[src/hw/rtl/dpc_pkg.sv]
// dpc_pkg: shared types and constants of the clamped discrete PID unit.
// No dependencies; used by dpc_err_sel, dpc_core and discrete_pid_clamped_unit.
`timescale 1ns / 1ps

package dpc_pkg;

    localparam int unsigned COEF_W  = 24;
    localparam int unsigned SAMP_W  = 16;
    localparam int unsigned OUT_W   = 16;
    localparam int unsigned CFG_W   = 24;
    localparam int unsigned IDX_W   = 3;

    // register indexes of the configuration port
    localparam logic [IDX_W-1:0] CFG_COEF_NEWEST = 3'd0;
    localparam logic [IDX_W-1:0] CFG_COEF_MIDDLE = 3'd1;
    localparam logic [IDX_W-1:0] CFG_COEF_OLDEST = 3'd2;
    localparam logic [IDX_W-1:0] CFG_OUT_MIN     = 3'd3;
    localparam logic [IDX_W-1:0] CFG_OUT_MAX     = 3'd4;

    localparam logic [OUT_W-1:0] OUT_MAX_RST = 16'd32768;

    // round-half-up bias for the Q.28 to Q.15 step
    localparam int unsigned RND_SHIFT = 13;

    typedef struct packed {
        logic signed [COEF_W-1:0] coef_newest;
        logic signed [COEF_W-1:0] coef_middle;
        logic signed [COEF_W-1:0] coef_oldest;
        logic        [OUT_W-1:0]  out_min;
        logic        [OUT_W-1:0]  out_max;
    } t_cfg;

endpackage

[src/hw/rtl/dpc_err_sel.sv]
// dpc_err_sel: forms the error sample, direct or reference minus measurement.
// Depends on dpc_pkg.
`timescale 1ns / 1ps

module dpc_err_sel (
    input  logic                               i_kind,
    input  logic signed [dpc_pkg::SAMP_W-1:0]  i_error_in,
    input  logic signed [dpc_pkg::SAMP_W-1:0]  i_reference,
    input  logic signed [dpc_pkg::SAMP_W-1:0]  i_measurement,
    output logic signed [dpc_pkg::SAMP_W-1:0]  o_err
);

    logic signed [dpc_pkg::SAMP_W:0] diff;
    logic signed [dpc_pkg::SAMP_W-1:0] diff_sat;

    assign diff = $signed({i_reference[dpc_pkg::SAMP_W-1], i_reference})
                - $signed({i_measurement[dpc_pkg::SAMP_W-1], i_measurement});

    // saturate when the two top bits disagree
    always_comb begin
        if (diff[dpc_pkg::SAMP_W] == diff[dpc_pkg::SAMP_W-1]) begin
            diff_sat = diff[dpc_pkg::SAMP_W-1:0];
        end else if (diff[dpc_pkg::SAMP_W]) begin
            diff_sat = {1'b1, {(dpc_pkg::SAMP_W-1){1'b0}}};
        end else begin
            diff_sat = {1'b0, {(dpc_pkg::SAMP_W-1){1'b1}}};
        end
    end

    assign o_err = i_kind ? diff_sat : i_error_in;

endmodule

[src/hw/rtl/dpc_core.sv]
// dpc_core: three-tap multiply-accumulate, rounding, output history and clamp.
// Holds error and output history. Depends on dpc_pkg.
`timescale 1ns / 1ps

module dpc_core (
    input  logic                               i_clk,
    input  logic                               i_rst_n,
    input  logic                               i_adv,
    input  dpc_pkg::t_cfg                      i_cfg,
    input  logic signed [dpc_pkg::SAMP_W-1:0]  i_err,
    output logic        [dpc_pkg::OUT_W-1:0]   o_drive
);

    localparam int unsigned PROD_W = dpc_pkg::COEF_W + dpc_pkg::SAMP_W;
    localparam int unsigned ACC_W  = PROD_W + 2;
    localparam int unsigned RND_W  = ACC_W - dpc_pkg::RND_SHIFT;
    localparam int unsigned SUM_W  = RND_W + 1;

    logic signed [dpc_pkg::SAMP_W-1:0] r_err_h0, r_err_h1;
    logic        [dpc_pkg::OUT_W-1:0]  r_out_h0, r_out_h1;

    logic signed [PROD_W-1:0] prod_new, prod_mid, prod_old;
    logic signed [ACC_W-1:0]  acc, acc_rnd;
    logic signed [RND_W-1:0]  acc_q15;
    logic signed [SUM_W-1:0]  sum, lim_min, lim_max;

    assign prod_new = i_cfg.coef_newest * i_err;
    assign prod_mid = i_cfg.coef_middle * r_err_h1;
    assign prod_old = i_cfg.coef_oldest * r_err_h0;

    assign acc     = ACC_W'(prod_new) + ACC_W'(prod_mid) + ACC_W'(prod_old);
    assign acc_rnd = acc + ACC_W'(1 << (dpc_pkg::RND_SHIFT - 1));
    assign acc_q15 = acc_rnd[ACC_W-1:dpc_pkg::RND_SHIFT];

    assign sum     = $signed({acc_q15[RND_W-1], acc_q15})
                   + $signed({{(SUM_W-dpc_pkg::OUT_W){1'b0}}, r_out_h0});
    assign lim_min = $signed({{(SUM_W-dpc_pkg::OUT_W){1'b0}}, i_cfg.out_min});
    assign lim_max = $signed({{(SUM_W-dpc_pkg::OUT_W){1'b0}}, i_cfg.out_max});

    // upper limit wins, so an inverted window still gives a defined answer
    always_comb begin
        if (sum >= lim_max) begin
            o_drive = i_cfg.out_max;
        end else if (sum > lim_min) begin
            o_drive = sum[dpc_pkg::OUT_W-1:0];
        end else begin
            o_drive = i_cfg.out_min;
        end
    end

    always_ff @(posedge i_clk) begin
        if (!i_rst_n) begin
            r_err_h0 <= '0;
            r_err_h1 <= '0;
            r_out_h0 <= '0;
            r_out_h1 <= '0;
        end else if (i_adv) begin
            r_err_h0 <= r_err_h1;
            r_err_h1 <= i_err;
            r_out_h0 <= r_out_h1;
            r_out_h1 <= o_drive;
        end
    end

endmodule

[src/hw/rtl/discrete_pid_clamped_unit.sv]
// discrete_pid_clamped_unit: top level of the clamped Tustin-form PID controller.
// Instantiates dpc_err_sel and dpc_core; depends on dpc_pkg.
`timescale 1ns / 1ps

// One request is one controller sample. The error is either i_error_in or
// i_reference - i_measurement saturated to 16 bits (i_kind selects). The new
// drive is the drive from two samples back plus coef_newest, coef_middle and
// coef_oldest (Q11.13, already scaled by 1/2T) times the newest three errors,
// rounded half up to Q1.15 and clamped to [out_min, out_max]; when the window
// is inverted a sum at or above out_max gives out_max, anything else out_min.
// The block has two register stages: an input register and a drive register,
// with the multiply-accumulate and clamp between them. A sample is accepted
// every cycle unless a stalled drive holds the input register; its drive is
// loaded into the drive register as the sample advances, and the input
// register takes the next sample in while a finished drive waits. Error and
// drive histories advance as each sample passes the arithmetic stage, so the
// dependence on the previous samples is resolved with no stall. Write the
// configuration registers (0..4, higher indexes ignored) only while idle.

module discrete_pid_clamped_unit (
    input  logic                               i_clk,
    input  logic                               i_rst_n,
    // configuration write port
    input  logic                               i_cfg_we,
    input  logic [dpc_pkg::IDX_W-1:0]          i_cfg_idx,
    input  logic [dpc_pkg::CFG_W-1:0]          i_cfg_wdata,
    // sample request channel
    input  logic                               i_in_valid,
    output logic                               o_in_stall,
    input  logic                               i_kind,
    input  logic signed [dpc_pkg::SAMP_W-1:0]  i_error_in,
    input  logic signed [dpc_pkg::SAMP_W-1:0]  i_reference,
    input  logic signed [dpc_pkg::SAMP_W-1:0]  i_measurement,
    // drive result channel
    output logic                               o_out_valid,
    input  logic                               i_out_stall,
    output logic        [dpc_pkg::OUT_W-1:0]   o_drive
);

    dpc_pkg::t_cfg r_cfg;

    // input register
    logic                              r_in_vld;
    logic                              r_kind;
    logic signed [dpc_pkg::SAMP_W-1:0] r_error_in, r_reference, r_measurement;

    // drive register
    logic                              r_out_vld;
    logic        [dpc_pkg::OUT_W-1:0]  r_drive;

    logic                              in_acc;
    logic                              adv;
    logic signed [dpc_pkg::SAMP_W-1:0] err;
    logic        [dpc_pkg::OUT_W-1:0]  n_drive;

    // advance the held request when the drive register is empty or draining
    assign adv        = r_in_vld && (!r_out_vld || !i_out_stall);
    assign o_in_stall = r_in_vld && !adv;
    assign in_acc     = i_in_valid && !o_in_stall;

    assign o_out_valid = r_out_vld;
    assign o_drive     = r_drive;

    // configuration decode: drop writes beyond the register list
    always_ff @(posedge i_clk) begin
        if (!i_rst_n) begin
            r_cfg.coef_newest <= '0;
            r_cfg.coef_middle <= '0;
            r_cfg.coef_oldest <= '0;
            r_cfg.out_min     <= '0;
            r_cfg.out_max     <= dpc_pkg::OUT_MAX_RST;
        end else if (i_cfg_we) begin
            unique case (i_cfg_idx)
                dpc_pkg::CFG_COEF_NEWEST: begin
                    r_cfg.coef_newest <= i_cfg_wdata;
                end
                dpc_pkg::CFG_COEF_MIDDLE: begin
                    r_cfg.coef_middle <= i_cfg_wdata;
                end
                dpc_pkg::CFG_COEF_OLDEST: begin
                    r_cfg.coef_oldest <= i_cfg_wdata;
                end
                dpc_pkg::CFG_OUT_MIN: begin
                    r_cfg.out_min <= i_cfg_wdata[dpc_pkg::OUT_W-1:0];
                end
                dpc_pkg::CFG_OUT_MAX: begin
                    r_cfg.out_max <= i_cfg_wdata[dpc_pkg::OUT_W-1:0];
                end
                default: begin
                end
            endcase
        end
    end

    // input register: valid under reset, payload captured on accept only
    always_ff @(posedge i_clk) begin
        if (!i_rst_n) begin
            r_in_vld <= 1'b0;
        end else if (in_acc) begin
            r_in_vld <= 1'b1;
        end else if (adv) begin
            r_in_vld <= 1'b0;
        end
    end

    always_ff @(posedge i_clk) begin
        if (in_acc) begin
            r_kind        <= i_kind;
            r_error_in    <= i_error_in;
            r_reference   <= i_reference;
            r_measurement <= i_measurement;
        end
    end

    dpc_err_sel u_err_sel (
        .i_kind        (r_kind),
        .i_error_in    (r_error_in),
        .i_reference   (r_reference),
        .i_measurement (r_measurement),
        .o_err         (err)
    );

    dpc_core u_core (
        .i_clk   (i_clk),
        .i_rst_n (i_rst_n),
        .i_adv   (adv),
        .i_cfg   (r_cfg),
        .i_err   (err),
        .o_drive (n_drive)
    );

    // drive register: load on advance, hold while stalled
    always_ff @(posedge i_clk) begin
        if (!i_rst_n) begin
            r_out_vld <= 1'b0;
        end else if (adv) begin
            r_out_vld <= 1'b1;
        end else if (!i_out_stall) begin
            r_out_vld <= 1'b0;
        end
    end

    always_ff @(posedge i_clk) begin
        if (adv) begin
            r_drive <= n_drive;
        end
    end

    a_rst_clears_out: assert property (@(posedge i_clk)
        !i_rst_n |=> !o_out_valid)
        else $error("drive valid after reset");

    a_stall_only_when_full: assert property (@(posedge i_clk) disable iff (!i_rst_n)
        o_in_stall |-> (r_in_vld && r_out_vld && i_out_stall))
        else $error("input stalled with room in the pipeline");

    a_accept_fills_input: assert property (@(posedge i_clk) disable iff (!i_rst_n)
        in_acc |=> r_in_vld)
        else $error("accepted request lost from input register");

    a_adv_fills_output: assert property (@(posedge i_clk) disable iff (!i_rst_n)
        adv |=> r_out_vld)
        else $error("advanced sample lost from drive register");

    a_no_drop: assert property (@(posedge i_clk) disable iff (!i_rst_n)
        (r_out_vld && i_out_stall) |=> r_out_vld)
        else $error("stalled drive dropped");

endmodule
[config.mk]
export PLATFORM = sky130hd
export DESIGN_NAME = discrete_pid_clamped_unit
export DESIGN_NICKNAME = d
export VERILOG_FILES = /design/src/hw/rtl/dpc_pkg.sv /design/src/hw/rtl/dpc_err_sel.sv /design/src/hw/rtl/dpc_core.sv /design/src/hw/rtl/discrete_pid_clamped_unit.sv
export SDC_FILE = /design/constraint.sdc
export NUM_CORES = 2
export LEC_CHECK = 0
export ABC_AREA = 1
export BUFFER_PORTS_ARGS = -buffer_cell sky130_fd_sc_hd__buf_4
export CAP_MARGIN = 15
export CORE_ASPECT_RATIO = 1.4
export CORE_UTILIZATION = 48
export CTS_CLUSTER_SIZE = 8
export DETAILED_ROUTE_END_ITERATION = 6
export GPL_TIMING_DRIVEN = 0
export PLACE_DENSITY = 0.66
export SLEW_MARGIN = 20
export SYNTH_ARGS = -nofsm -noshare
export SYNTH_HDL_FRONTEND = slang
export SYNTH_HIERARCHICAL = 1
export SYNTH_SLANG_ARGS = --single-unit
[constraint.sdc]
create_clock -name i_clk -period 11.35 [get_ports i_clk]
set_input_delay 2.27 -clock i_clk [delete_from_list [all_inputs] [get_ports i_clk]]
set_output_delay 2.27 -clock i_clk [all_outputs]
set_load 0.02 [all_outputs]
======== Word level (Yosys, flattened, before mapping) ========
Index checks and enable logic that the tools add are counted.
cells by class
  add/sub/neg operators ................... 5
  $mul .................................... 3
  divide/modulo/power cells ............... 0
  order comparisons ....................... 2
  equal/unequal tests ..................... 6
  shift operators ......................... 0
  mux-type cells .......................... 9
  bitwise logic cells ..................... 0
  reduce and logical (&&, ||, !) cells .... 15
operators by type and width
  operator                                                count
  multiplier 24 x 16 -> 40 bit                            3
  2-to-1 mux 16 bit                                       5
  adder 41 x 40 -> 42 bit                                 1
  adder 42 x 14 -> 42 bit (second input constant)         1
  adder 40 x 40 -> 41 bit                                 1
  adder 29 x 17 -> 30 bit                                 1
  greater-or-equal comparator 30 x 17 -> 1 bit            1
  greater-than comparator 30 x 17 -> 1 bit                1
  subtractor 16 x 16 -> 17 bit                            1
  AND reduction 2 bit                                     5
  == test 3 x 2 -> 1 bit (second input constant)          2
  logical NOT 1 bit                                       4
  2-to-1 mux 1 bit                                        4
  == test 3 x 1 -> 1 bit (second input constant)          1
  == test 3 bit (second input constant)                   1
  logical AND 1 bit                                       3
  logical NOT 3 bit                                       1
  inequality test 2 x 1 -> 1 bit (second input constant)  1
  nonzero test 2 bit                                      1
  == test 1 bit                                           1
  logical OR 1 bit                                        1
storage, ports and cells
  bits in registers ....................... 235
  latch bits .............................. 0
  memory bits (writable) .................. 0
  memory bits (read-only) ................. 0
  output and inout bits ................... 18
  memories ................................ 0

======== Logic depth before layout (Yosys ltp) ========
  word-level depth ........................ 12
  depth in mapped cells ................... 73
  gate-level depth less buffers ........... 70

======== Cells and area by module ========
The synthesis kept the hierarchy.
modules (own cells, without submodules)
  module                     instances  cells each  area each (sq um)  sequential area each (sq um)
  dpc_core                   1          6022        48427.7            1281.2
  discrete_pid_clamped_unit  1          682         6351.1             4073.9
  dpc_err_sel                1          239         1280.0             0.0

======== Worst setup path before layout ========
Ideal clock, no wire load.
  path kind ............................... register -> register
  start ................................... register r_reference[0] (netlist name)
  end ..................................... register r_drive (netlist bit o_drive[15]) (data pin)
  library setup time ...................... 0.254 ns
  data arrival time ....................... 11.266 ns
  required time ........................... 11.096 ns
  slack ................................... -0.170 ns
  stages on the path, launching flop included .. 65
  path through ............................ edfxtp_1 inv_1 ha_1 inv_1 fa_1 nand2_1 nand2_1 nand3_1 nand2_2 nand2_2 nand2_1 nand2_1 nand2_1 nand2_2 buf_6 nand2_1 a21oi_2 clkbuf_1 [... 29 more ...] o21ai_1 a31oi_1 o21ai_0 xor2_1 ha_1 nand2_1 nor2_1 nand3_1 o2111ai_1 a221oi_1 nand2_1 nand2_1 nand3_4 buf_2 nand3_1 nand2_1 nand2_4 nand2_1
between the ends
  cells in the longest elaborated chain, start to end .. 12
ends and longest elaborated chain
  element                                             RTL line                              text
  start: declaration                                  discrete_pid_clamped_unit.sv:45       logic signed [dpc_pkg::SAMP_W-1:0] r_error_in, r_reference, r_measurement;
  start signal: assignment                            discrete_pid_clamped_unit.sv:110      r_reference <= i_reference;
  subtractor 16 x 16 -> 17 bit *                      dpc_err_sel.sv:17                     - $signed({i_measurement[dpc_pkg::SAMP_W-1], i_measurement});
  2-to-1 mux 16 bit or == test 1 bit (tied branches)  dpc_err_sel.sv:23, dpc_err_sel.sv:21
  2-to-1 mux 16 bit *                                 dpc_err_sel.sv:21                     if (diff[dpc_pkg::SAMP_W] == diff[dpc_pkg::SAMP_W-1]) begin
  2-to-1 mux 16 bit *                                 dpc_err_sel.sv:30                     assign o_err = i_kind ? diff_sat : i_error_in;
  net err (one bit)                                   discrete_pid_clamped_unit.sv:53       logic signed [dpc_pkg::SAMP_W-1:0] err;
  multiplier 24 x 16 -> 40 bit *                      dpc_core.sv:27                        assign prod_new = i_cfg.coef_newest * i_err;
  adder 40 x 40 -> 41 bit *                           dpc_core.sv:31                        assign acc = ACC_W'(prod_new) + ACC_W'(prod_mid) + ACC_W'(prod_old);
  adder 41 x 40 -> 42 bit *                           dpc_core.sv:31
  adder 42 x 14 -> 42 bit *                           dpc_core.sv:32                        assign acc_rnd = acc + ACC_W'(1 << (dpc_pkg::RND_SHIFT - 1));
  adder 29 x 17 -> 30 bit *                           dpc_core.sv:36                        + $signed({{(SUM_W-dpc_pkg::OUT_W){1'b0}}, r_out_h0});
  greater-than comparator 30 x 17 -> 1 bit            dpc_core.sv:44                        end else if (sum > lim_min) begin
  2-to-1 mux 16 bit                                   dpc_core.sv:44
  2-to-1 mux 16 bit *                                 dpc_core.sv:42                        if (sum >= lim_max) begin
  net n_drive (one bit)                               discrete_pid_clamped_unit.sv:54       logic [dpc_pkg::OUT_W-1:0] n_drive;
  end signal: assignment                              discrete_pid_clamped_unit.sv:145      r_drive <= n_drive;
  end: declaration                                    discrete_pid_clamped_unit.sv:49       logic [dpc_pkg::OUT_W-1:0] r_drive;
The timed path passes the listed nets; every way through them passes the cells marked *.
A chain may end at the register's enable or synchronous reset.

======== Worst setup path after layout ========
  start ................................... register r_reference[0] (netlist name)
  end ..................................... register u_core/r_out_h1[15] (netlist name)
between the ends
  cells in the longest elaborated chain, start to end .. 12
ends and longest elaborated chain
  element                                             RTL line                              text
  subtractor 16 x 16 -> 17 bit *                      dpc_err_sel.sv:17
  2-to-1 mux 16 bit or == test 1 bit (tied branches)  dpc_err_sel.sv:23, dpc_err_sel.sv:21
  2-to-1 mux 16 bit *                                 dpc_err_sel.sv:21
  2-to-1 mux 16 bit *                                 dpc_err_sel.sv:30
  net err (one bit)                                   discrete_pid_clamped_unit.sv:53
  multiplier 24 x 16 -> 40 bit *                      dpc_core.sv:27
  adder 40 x 40 -> 41 bit *                           dpc_core.sv:31
  adder 41 x 40 -> 42 bit *                           dpc_core.sv:31
  adder 42 x 14 -> 42 bit *                           dpc_core.sv:32
  adder 29 x 17 -> 30 bit *                           dpc_core.sv:36
  greater-than comparator 30 x 17 -> 1 bit            dpc_core.sv:44
  2-to-1 mux 16 bit                                   dpc_core.sv:44
  2-to-1 mux 16 bit *                                 dpc_core.sv:42
  end signal: assignment                              dpc_core.sv:61                        r_out_h1 <= o_drive;
  end: declaration                                    dpc_core.sv:20                        logic [dpc_pkg::OUT_W-1:0] r_out_h0, r_out_h1;
Marked as above.

==> impl_metrics.ini <==
[synth]
syn_nets = 8610
yosys.area.top_type = fa_1
async_reset_ff_frac = 0
netlist_area_mm2 = 0.0561
synthFlopType = dfxtp_1
synthTopCellsByArea = fa_1 46%, inv_1 14%, nand2_1 11%
ys_seq_area_frac = 0.0955
synth.most_common_cell = inv_1
yosys-top-cells-count = 2,096 x inv_1, 1,629 x nand2_1, 1,302 x fa_1
yosys.area.top_type_share = 0.465
netlist_instances = 6943
syn_area_per_cell_um2 = 8.07
synth-seq-cells = 235
synthDistinctLibCells = 52
synth_edf_count = 65
ys_warn_count = 6

[placed_design]
dp_slack_ns = -4.17
dp.cells = 8544
gp_congestion = 1.03
place_hpwl_mm = 175
port_buffers = 98

[worst_setup_path]
crit_arrival_ns = 12.95
start_kind = flop
crit_type = reg -> reg
r2r_cells = 63
cp_slowest_cell = fa_2
required_ns = 11.81
slowest_delay_ns = 0.59
crit_fanout = 10
cp_common_cell = nand2_2
worst_setup_path_end_kind = flop

[timing]
fin_crit_ns = 12.49
hold_viol_final = 0
timing.fmax_mhz = 80.1
maxSlewHeadroom = 0.223
clock_skew_ns = 0.0429
whs_ns = 0.451
worst_pin_slew_ns = 1.17
setup_ws_ns = -1.14
setup_viol = 32
drv_slew = 0
grt_setup_unrepaired = yes
min_period_over_period = 1.10

[cells_and_area]
fin_cells = 8758
largest_reg_flops = 104
finalNetCount = 8905
utilization = 0.552
syn_to_final_growth_pct = 14.4
drive_gt1_frac = 0.133
max_flop_register = r_cfg

[die]
core_area_mm2 = 0.116
row_count = 148
io_pins = 99
start_util = 0.483
die-area_mm2 = 0.118
dieWidth_um = 291
die_height_um = 406

[clock_tree]
clock_latency_ns = 0.58
clk_path_buf_depth = 3
numCtsBuffers = 37
cts_tree = done
path_clk_slew_ns = 0.06
cts_hold_buf = 0
cts.sinks = 235
clockRootBuffer = clkbuf_16
h-tree-depth = 2

[routing]
wl_mm = 203
drtAntennaViolNets = 0
vias = 45500
drc = 0
via_per_inst = 5.19
first_iter_violations = 3066
dr.pass1.iters = 6
routedWlPerCell_um = 23.2

[hold_path]
hold_depth = 2
hp-class = reg -> reg

[outcome]
violations = negative setup slack
status = finished, violations left

[grt]
grt_max_degree = 37
overflow = 0
antenna_found_initial = 5
grt_pass1_wl_mm = 299
grt_usage = 0.350
grt_pass1_vias = 48900

[run]
cap_violations = 0
[final cells by class]
| type | count | area [um^2] |
|---|---|---|
| fillers | 10600 | 52000 |
| multi-input cells | 4271 | 43600 |
| inverters | 2123 | 7990 |
| flip-flops and latches | 235 | 5360 |
| repair buffers | 259 | 2270 |
| plain buffers | 311 | 1900 |
| well taps | 1500 | 1880 |
| clock buffers | 51 | 978 |
| clock inverters | 7 | 140 |
| diodes | 1 | 2.50 |
[metrics by stage]
step,setup TNS [ns],cell area (um^2)
after floorplan,0,56100
after global placement,-125.35,58700
after detailed placement,-127.66,58700
after CTS,-33.66,61900
after global routing,-45.22,64100
final,-34.52,64100
[worst max-delay path: cells and delay by family (launching register included)]
kind	cells	cell delay, ns
adders and majority gates	14	5.98
and+or+nand+nor	22	2.18
AOI/OAI and AO/OA	10	1.69
buffers and inverters	15	1.59
xor gates and xnor gates	2	0.48
DFF	1	0.36
[final timing paths]
check / from / slack (ns) / endpoint
worst max register to register: r_reference[0] / -1.14 / u_core/r_out_h1[15]
worst min register to register: u_core/r_out_h1[10] / 0.45 / u_core/r_out_h0[10]
worst min-delay path: u_core/r_out_h1[10] / 0.45 / u_core/r_out_h0[10]
worst max-delay path: r_reference[0] / -1.14 / u_core/r_out_h1[15]
[layout by cell type (no fill, tap or decap), drive strengths merged]
master,instances
o2111ai,1
xnor2,30
edfxtp,65
nor2,428
nor3,10
o21ai,73
a21boi,2
nand3b,3
or2,39
diode,1
a221oi,2
a31oi,5
o311ai,1
clkbuf,289
clkinv,4
xor2,37
o221ai,2
o21a,1
o211ai,2
a21o,1
nor4,5
buf,332
bufinv,3
fa,1302
o21bai,11
nand4,13
inv,2122
nand2,1677
clkinvlp,1
and2,3
a21oi,133
dfxtp,170
nand3,206
ha,284
[kinds of logic (layout without fill, tap and decap cells)]
| kind of cell | count (synthesis) | after routing | share of synthesized area |
|---|---|---|---|
| flops | 235 | 235 | 0.0955 |
| compound gates | 234 | 234 | 0.0232 |
| simple gates | 2384 | 2384 | 0.176 |
| buf+inv | 2437 | 2751 | 0.166 |
| other cells | 0 | 1 | 0 |
| xor+xnor | 67 | 67 | 0.0105 |
| fa+ha+maj | 1586 | 1586 | 0.528 |
[layer usage]
metal | vias to the layer above | track usage | routed length (um)
li1 | 19900 | - | -
met1 | 22800 | 0.378 | 68700
met2 | 1931 | 0.617 | 100000
met3 | 771 | 0.0439 | 12900
met4 | 8 | 0.284 | 21200
met5 | - | 0 | 56
[repair_timing]
item	4_1_cts	5_1_grt
cloned	3	3
setup buffers	57	96
hold endpoints to repair	0	0
gates resized for setup	386	351
setup endpoints to repair	32	32
pin swaps	82	222
Power is left out: the tool's default activity adds up to more than one toggle a clock period on the data nets, which glitch-free logic cannot reach.
